==> src/hdl/tks_pkg.sv <==
// Package for the top-k triple sum selector: command and status codes,
// controller states, datapath operations and the control/status structs.
// No dependencies.
package tks_pkg;

  localparam logic [2:0] CMD_LOAD_A = 3'd0;
  localparam logic [2:0] CMD_LOAD_B = 3'd1;
  localparam logic [2:0] CMD_LOAD_C = 3'd2;
  localparam logic [2:0] CMD_NEXT   = 3'd3;
  localparam logic [2:0] CMD_CLEAR  = 3'd4;

  localparam logic [2:0] ST_OK    = 3'd0;
  localparam logic [2:0] ST_FULL  = 3'd1;
  localparam logic [2:0] ST_EMPTY = 3'd2;
  localparam logic [2:0] ST_OVF   = 3'd3;
  localparam logic [2:0] ST_IGN   = 3'd4;

  typedef enum logic [4:0] {
    S_CLR, S_IDLE, S_LD_CHK, S_INS, S_NX_START, S_RDTOP, S_TAKETOP,
    S_TAKELAST, S_SD_L, S_SD_R, S_SD_CMP, S_NB_SEL, S_NB_CHK, S_SU,
    S_SU_CMP, S_EMIT, S_CLRCMD
  } ctl_state_t;

  typedef enum logic [4:0] {
    OP_NONE, OP_ACCEPT, OP_INS, OP_SEED, OP_RDTOP, OP_TAKETOP, OP_TAKELAST,
    OP_SDL, OP_SDR, OP_SDCMP, OP_NBSEL, OP_NBCHK, OP_SU, OP_SUCMP,
    OP_EMIT, OP_CLEAR, OP_CLRSTEP
  } dp_op_t;

  typedef struct packed {
    dp_op_t     op;
    logic [2:0] code;
  } dp_cmd_t;

  typedef struct packed {
    logic started;
    logic any_empty;
    logic heap_empty;
    logic heap_full;
    logic ld_bad;
    logic ins_done;
    logic sd_end;
    logic sd_stop;
    logic nb_in;
    logic nb_last;
    logic seen;
    logic su_root;
    logic su_stop;
    logic clr_last;
  } dp_stat_t;

endpackage

==> src/hdl/tks_controller.sv <==
// Controller FSM: sequences loads, heap pop, sift passes, neighbor pushes and clearing.
// Depends on tks_pkg.
module tks_controller (
  input  logic               clk,
  input  logic               rst,
  input  logic               in_valid,
  input  logic [2:0]         in_cmd,
  input  logic               out_busy,
  input  tks_pkg::dp_stat_t  stat,
  output logic               in_ready,
  output tks_pkg::dp_cmd_t   dcmd
);

  tks_pkg::ctl_state_t state, state_next;
  logic [2:0]          code, code_next;
  logic                fire;

  assign in_ready = (state == tks_pkg::S_IDLE) && !out_busy;
  assign fire     = in_valid && in_ready;

  always_ff @(posedge clk) begin
    if (rst) begin
      state <= tks_pkg::S_CLR;
      code  <= tks_pkg::ST_OK;
    end else begin
      state <= state_next;
      code  <= code_next;
    end
  end

  always_comb begin
    state_next = state;
    code_next  = code;
    case (state)
      tks_pkg::S_CLR: if (stat.clr_last) state_next = tks_pkg::S_IDLE;
      tks_pkg::S_IDLE: begin
        if (fire) begin
          case (in_cmd)
            tks_pkg::CMD_LOAD_A, tks_pkg::CMD_LOAD_B, tks_pkg::CMD_LOAD_C:
              state_next = tks_pkg::S_LD_CHK;
            tks_pkg::CMD_NEXT:  state_next = tks_pkg::S_NX_START;
            tks_pkg::CMD_CLEAR: state_next = tks_pkg::S_CLRCMD;
            default: begin
              code_next  = tks_pkg::ST_IGN;
              state_next = tks_pkg::S_EMIT;
            end
          endcase
        end
      end
      tks_pkg::S_LD_CHK: begin
        if (stat.ld_bad) begin
          code_next  = tks_pkg::ST_FULL;
          state_next = tks_pkg::S_EMIT;
        end else begin
          state_next = tks_pkg::S_INS;
        end
      end
      tks_pkg::S_INS: begin
        if (stat.ins_done) begin
          code_next  = tks_pkg::ST_OK;
          state_next = tks_pkg::S_EMIT;
        end
      end
      tks_pkg::S_NX_START: begin
        if ((!stat.started && stat.any_empty) || (stat.started && stat.heap_empty)) begin
          code_next  = tks_pkg::ST_EMPTY;
          state_next = tks_pkg::S_EMIT;
        end else begin
          state_next = tks_pkg::S_RDTOP;
        end
      end
      tks_pkg::S_RDTOP: state_next = tks_pkg::S_TAKETOP;
      tks_pkg::S_TAKETOP:
        state_next = stat.heap_empty ? tks_pkg::S_NB_SEL : tks_pkg::S_TAKELAST;
      tks_pkg::S_TAKELAST: state_next = tks_pkg::S_SD_L;
      tks_pkg::S_SD_L: state_next = stat.sd_end ? tks_pkg::S_NB_SEL : tks_pkg::S_SD_R;
      tks_pkg::S_SD_R: state_next = tks_pkg::S_SD_CMP;
      tks_pkg::S_SD_CMP: state_next = stat.sd_stop ? tks_pkg::S_NB_SEL : tks_pkg::S_SD_L;
      tks_pkg::S_NB_SEL: begin
        code_next = tks_pkg::ST_OK;
        if (stat.nb_in) state_next = tks_pkg::S_NB_CHK;
        else if (stat.nb_last) state_next = tks_pkg::S_EMIT;
      end
      tks_pkg::S_NB_CHK: begin
        if (stat.seen || stat.heap_full)
          state_next = stat.nb_last ? tks_pkg::S_EMIT : tks_pkg::S_NB_SEL;
        else
          state_next = tks_pkg::S_SU;
      end
      tks_pkg::S_SU: begin
        if (stat.su_root) state_next = stat.nb_last ? tks_pkg::S_EMIT : tks_pkg::S_NB_SEL;
        else state_next = tks_pkg::S_SU_CMP;
      end
      tks_pkg::S_SU_CMP: begin
        if (stat.su_stop) state_next = stat.nb_last ? tks_pkg::S_EMIT : tks_pkg::S_NB_SEL;
        else state_next = tks_pkg::S_SU;
      end
      tks_pkg::S_EMIT:   state_next = tks_pkg::S_IDLE;
      tks_pkg::S_CLRCMD: state_next = tks_pkg::S_CLR;
      default:           state_next = tks_pkg::S_IDLE;
    endcase
  end

  always_comb begin
    dcmd.code = code;
    case (state)
      tks_pkg::S_CLR:      dcmd.op = tks_pkg::OP_CLRSTEP;
      tks_pkg::S_IDLE:     dcmd.op = fire ? tks_pkg::OP_ACCEPT : tks_pkg::OP_NONE;
      tks_pkg::S_INS:      dcmd.op = tks_pkg::OP_INS;
      tks_pkg::S_NX_START:
        dcmd.op = (!stat.started && !stat.any_empty) ? tks_pkg::OP_SEED : tks_pkg::OP_NONE;
      tks_pkg::S_RDTOP:    dcmd.op = tks_pkg::OP_RDTOP;
      tks_pkg::S_TAKETOP:  dcmd.op = tks_pkg::OP_TAKETOP;
      tks_pkg::S_TAKELAST: dcmd.op = tks_pkg::OP_TAKELAST;
      tks_pkg::S_SD_L:     dcmd.op = tks_pkg::OP_SDL;
      tks_pkg::S_SD_R:     dcmd.op = tks_pkg::OP_SDR;
      tks_pkg::S_SD_CMP:   dcmd.op = tks_pkg::OP_SDCMP;
      tks_pkg::S_NB_SEL:   dcmd.op = tks_pkg::OP_NBSEL;
      tks_pkg::S_NB_CHK:   dcmd.op = tks_pkg::OP_NBCHK;
      tks_pkg::S_SU:       dcmd.op = tks_pkg::OP_SU;
      tks_pkg::S_SU_CMP:   dcmd.op = tks_pkg::OP_SUCMP;
      tks_pkg::S_EMIT:     dcmd.op = tks_pkg::OP_EMIT;
      tks_pkg::S_CLRCMD:   dcmd.op = tks_pkg::OP_CLEAR;
      default:             dcmd.op = tks_pkg::OP_NONE;
    endcase
  end

endmodule

==> config.mk <==
export PLATFORM = sky130hd
export DESIGN_NAME = tks_controller
export DESIGN_NICKNAME = d
export VERILOG_FILES = /design/src/hdl/tks_pkg.sv /design/src/hdl/tks_controller.sv
export SDC_FILE = /design/constraint.sdc
export NUM_CORES = 1
export LEC_CHECK = 0
export BUFFER_PORTS_ARGS = -buffer_cell sky130_fd_sc_hd__buf_2
export CORE_UTILIZATION = 54
export CTS_BUF_LIST = sky130_fd_sc_hd__clkbuf_8
export DETAILED_ROUTE_END_ITERATION = 7
export HOLD_SLACK_MARGIN = 0.08
export MAX_ROUTING_LAYER = met4
export PLACE_DENSITY = 0.87
export REMOVE_ABC_BUFFERS = 1
export SLEW_MARGIN = 20
export SYNTH_ARGS = -nofsm -noshare
export SYNTH_HDL_FRONTEND = slang
export SYNTH_SLANG_ARGS = --single-unit
==> constraint.sdc <==
create_clock -name clk -period 4.4 [get_ports clk]
set_clock_uncertainty 0.1 [all_clocks]
set_input_delay 0.44 -clock clk [delete_from_list [all_inputs] [get_ports clk]]
set_output_delay 0.44 -clock clk [all_outputs]
set_load 0.005 [all_outputs]
# Yosys cells after proc, flatten, opt, wreduce, memory -nomap -nowiden
# Cells that the tools add are included.
[word_totals]
ramBits = 0
register_bits = 8
memories = 0
rom_bits = 0
out_inout_bits = 9
latchBits = 0
[op_classes]
n_lt_le_gt_ge = 0
n_eq_ne = 27
n_mux = 25
multipliers = 0
addsub = 0
n_shift = 0
bitwise = 0
reduce_logical = 17
div = 0
[ops]
columns = ["cell", "count"]
rows = [
  ["5-bit one-hot mux with 16 select lines", 2],
  ["5-bit by 4-bit == test with 1-bit output (second input constant)", 8],
  ["3-bit 2-to-1 mux", 9],
  ["5-bit 2-to-1 mux", 5],
  ["5-bit by 3-bit == test with 1-bit output (second input constant)", 4],
  ["3-bit one-hot mux with 5 select lines", 1],
  ["5-bit one-hot mux with 3 select lines", 1],
  ["4-bit 2-to-1 mux", 3],
  ["2-bit != test (second input constant)", 6],
  ["5-bit by 2-bit == test with 1-bit output (second input constant)", 2],
  ["3-bit by 2-bit == test with 1-bit output (second input constant)", 2],
  ["2-bit 2-to-1 mux", 3],
  ["6-bit AND reduction", 1],
  ["5-bit by 1-bit == test with 1-bit output (second input constant)", 1],
  ["5-bit == test (second input constant)", 1],
  ["1-bit logical AND", 5],
  ["5-bit logical NOT", 1],
  ["5-bit nonzero test", 1],
  ["5-bit OR reduction", 1],
  ["4-bit AND reduction", 1],
  ["3-bit by 1-bit == test with 1-bit output (second input constant)", 1],
  ["3-bit == test (second input constant)", 1],
  ["1-bit logical NOT", 3],
  ["3-bit logical NOT", 1],
  ["other kinds (4)", 5],
]

# Logic depth before layout (Yosys ltp)
[depth]
depth_word = 5
depth_mapped = 8
ltp_nobuf = 5

# Worst setup path before layout
# Ideal clock, no wire load.
[synth_path]
kind = "register to output"
from = "reg state[4]"
to = "out dcmd[3] (netlist bit)"
path_stages_with_launch = 8
slack_ns = 2.281
t_required_ns = 3.860
arrival_ns = 1.579
cell_sequence = "dfxtp_1 > buf_6 > or3_1 > buf_2 > or3_1 > clkbuf_2 > nor2_1 > a22o_1"
[synth_rtl]
columns = ["item", "line", "text"]
rows = [
  ["start, declared", "tks_controller.sv:14", "tks_pkg::ctl_state_t state, state_next;"],
  ["start signal, assigned", "tks_controller.sv:23", "state <= tks_pkg::S_CLR;"],
  ["start signal, assigned", "tks_controller.sv:26", "state <= state_next;"],
  ["end, declared", "tks_controller.sv:11", "output tks_pkg::dp_cmd_t dcmd"],
]

==> flow_results.org <==
** Cells and area
- The library cell used most frequently in the layout, excluding fill and tap cells, is buf_2.
- The top cell types in the final layout, fill and taps aside, are 29 x buf_2, 16 x nor2_1, 12 x o21ai_0.
- Count of placed standard cells in the final layout, fillers left out :: 171
- The repair_antennas step left the layout with diodes totalling 0.
- The post-route netlist has 22.6% of its cells at a drive strength greater than 1.
- For this run, the post-layout net count is 178.
- The area growth from synthesis to layout is 16.6%.

** Power and ir drop
- IR analysis of the VDD net gives a maximum drop of 0.370 mV.
- Static leakage power :: 0.434 nW
- Total power density per cell area :: 494 nW/µm²

** Drt
- Detailed-route vias per instance :: 6.26
- In this run, the number of DRC markers left after iteration 0 of detailed routing was 40.
- Via count :: 1070
- Wirelength, routed :: approximately 2.4 mm
- In the final routed layout, each cell accounts on average for 14.0 µm.
- The count of nets left with antenna violations once routing finished came out at 0.
- Drt pass-1 iters :: 4
- In the routed design, unresolved DRC markers number 0.

** Global route
- The first global-routing pass estimated 3.88 mm of wire.
- Pin count of the biggest net entering global routing :: 24
- Sum of overflow across all layers after global routing :: 0
- Global routing used approximately 29% of the available tracks.
- Initial antenna violation count :: 0
- Via count of the first global-routing pass :: between 900 and 1k

** Yosys
- Compound-gate portion of the synthesized area :: 32.4%
- The Yosys step of the flow raised 0 warnings.
- After synthesis, flip-flops and latches occupy between 15 and 20% of the total area.
- Post-synthesis share of cell area spent on full adders, half adders and majority gates :: 0%
- By area, the combinational part of the netlist is dominated by simple AND/OR/NAND/NOR gates.
- Synthesized area per cell :: 6.56 µm²
- Yosys mapped the design onto 42 distinct sky130hd cell types.
- After synthesis the netlist holds a flip-flop and latch count of 8.
- Synthesized-area fraction occupied by and/or/nand/nor cells :: 36.6%
- The synthesized design contains 0 enable-type register cells.
- Synthesized netlist cell count :: ~140
- Share of async-settable or async-resettable flops after synthesis :: 0%
- In the synthesized netlist, mux cells make up 3.37% of the area.
- Among all flip-flop cells after synthesis, the most frequent one is dfxtp_1.
- Xor and xnor area share after synthesis :: 0.982%
- After synthesis the cells add up to 892 µm².

** Setup path
- Critical path required time :: 3860 ps
- For flop-to-flop paths, the worst setup slack is 2130 ps.
- The worst setup path is captured at a primary output.
- RR Endpoint :: state[1]
- The worst setup path is of the flip-flop to primary output kind.
- Crit-path slowest cell :: or3_1
- FF-to-FF path depth :: 5
- Cell family contributing the most delay on the critical path :: simple AND/OR/NAND/NOR gates
- The signal on the critical path passes through or3_1 -> or3_1 -> nor2_1 -> a22o_1 -> buf_2.
- CP arrival :: between 2000 and 2500 ps
- Number of buffers and inverters on the critical path :: 1
- R2R Path Start :: state[2]
- Along the worst path, the maximum fanout reaches 23.
- Critical path launch point type :: flip-flop
- Biggest cell delay along the critical path :: 530 ps
- Most frequent cell on the critical path :: or3_1

** Clock network
- Max clock buf depth :: 2
- Clock Tree Root :: clkbuf_8
- Setup fix buffers added after clock tree synthesis :: 0
- Buffers inserted to repair hold after CTS numbered 0.
- CTS tree :: done
- Worst-path clk slew :: 40 ps
- TritonCTS buffer count :: 3
- Clk sink count :: 8
- CTS built an H-tree with a depth of 1.
- Gates resized, CTS repair :: 0
- Worst skew pair latency :: 230 ps

** Timing
- Setup repair after global routing left no endpoint under its margin.
- For this run, the top clock speed supported by timing is 0.376 GHz.
- The max-slew violation count is 0.
- The smallest clock period supported by the final layout is computed as 2660 ps.
- Transition time at the pin with the least slew margin :: 696 ps
- Setup violations remaining at the end of the flow were counted as 0.
- Setup_tns :: 0 ps
- The hold violation total from the final report is 0.
- Slew margin rel. :: 53.0%
- Final period util :: between 60 and 70%

** Placed design
- Count of input and output buffers :: 29
- Routability-driven placement finished with a final weighted congestion of 0.908.
- Once placement completed, the tool counted placed cells totaling 168.
- Detailed Place HPWL :: between 1.5 and 2 mm

** Floorplanning
- Ports placed on the boundary :: 30
- The region available for standard cell placement spans roughly 1500 µm².
- Once the floorplan was initialized, standard cells occupied 58.5% of the core.
- The die is 42.6 µm tall.
- DIE WIDTH :: 42.6 µm
- The floorplan step defined a die boundary enclosing 1820 µm².
- Total number of placement rows :: 14

** Hold path
- Hold Crit Start :: rst
- Worst hold path class :: input port to flip-flop
- Worst hold path depth :: 2
- The worst hold path terminates at state[3].

** Run status
- Outcome :: finished clean

** Job
- Max-cap violations in this run came to 0.
-- logic make-up (layout without fill, tap and decap cells) --
group	count (synthesis)	count (layout)
compound gates	43	43
xor+xnor	1	1
buf+inv	18	37
flops	8	8
mux	3	3
simple gates	63	63
-- worst max-delay path by stage --
stage                        start  endpoint  slack, ps  cells after the start
final                     state[2]   dcmd[3]       1740                      5
after global routing      state[2]   dcmd[3]       1610                      5
after CTS                 state[2]   dcmd[3]       1760                      5
after detailed placement  state[2]   dcmd[3]       2000                      5
after global placement    state[2]   dcmd[3]       2050                      5
after floorplan           state[2]   dcmd[3]       2220                      4
-- final cells by class --
cell class              count  area [µm²]
inverters                   5        18.8
well taps                  16        20.0
multi-input cells         110         654
clock buffers               3        41.3
fillers                   136         484
flip-flops and latches      8         160
repair buffers             29         145
-- stage by stage --
step / utilization, % / setup WS [ps] / hold slack, ps / power, mW / instance area (µm²)
after floorplan: - / 2220 / 364 / 0.329 / 833
after global placement: 65.5 / 2050 / 363 / 0.416 / 998
after detailed placement: 65.5 / 2000 / 382 / 0.419 / 998
after CTS: 68.2 / 1760 / 380 / 0.510 / 1040
after global routing: 68.2 / 1610 / 393 / 0.556 / 1040
final: 68.2 / 1740 / 381 / 0.513 / 1040
-- routing by layer --
metal  share of wire (%)  global-route usage [%]
met3                 7.8                    7.33
met4                0.46                    6.88
met1                  40                    31.7
met2                  52                    50.3
met5                   0                       -
-- power by group --
part / internal [mW] / total, mW / leakage [nW] / switching, mW
Clock: 0.0593 / 0.0890 / 0.0216 / 0.0297
Combinational: 0.125 / 0.288 / 0.347 / 0.163
Sequential: 0.0881 / 0.136 / 0.0649 / 0.0479
-- cell usage after synthesis, drive strengths merged (3+ instances only) --
master / count / area, µm²
nor2: 16 / 60.1
o21ai: 12 / 60.1
clkbuf: 11 / 42.5
a21oi: 9 / 45.0
nand2: 9 / 33.8
dfxtp: 8 / 160
nand2b: 8 / 50.1
nor3: 8 / 40.0
inv: 5 / 18.8
nor2b: 4 / 25.0
mux2i: 3 / 30.0
nand3: 3 / 15.0
nand4: 3 / 18.8
nor4: 3 / 18.8
o31a: 3 / 26.3
-- registers in the layout, summed over array words and instances, names as in the netlist --
name / cells
state: 5
code: 3
-- worst register-to-register path, delay by kind of cell (launching register included) --
| family | cells | cell delay [ps] |
|---|---|---|
| and+or+nand+nor | 3 | 1370 |
| DFF | 1 | 510 |
| AOI/OAI and AO/OA | 2 | 230 |
(Power assumes the default switching activity.)
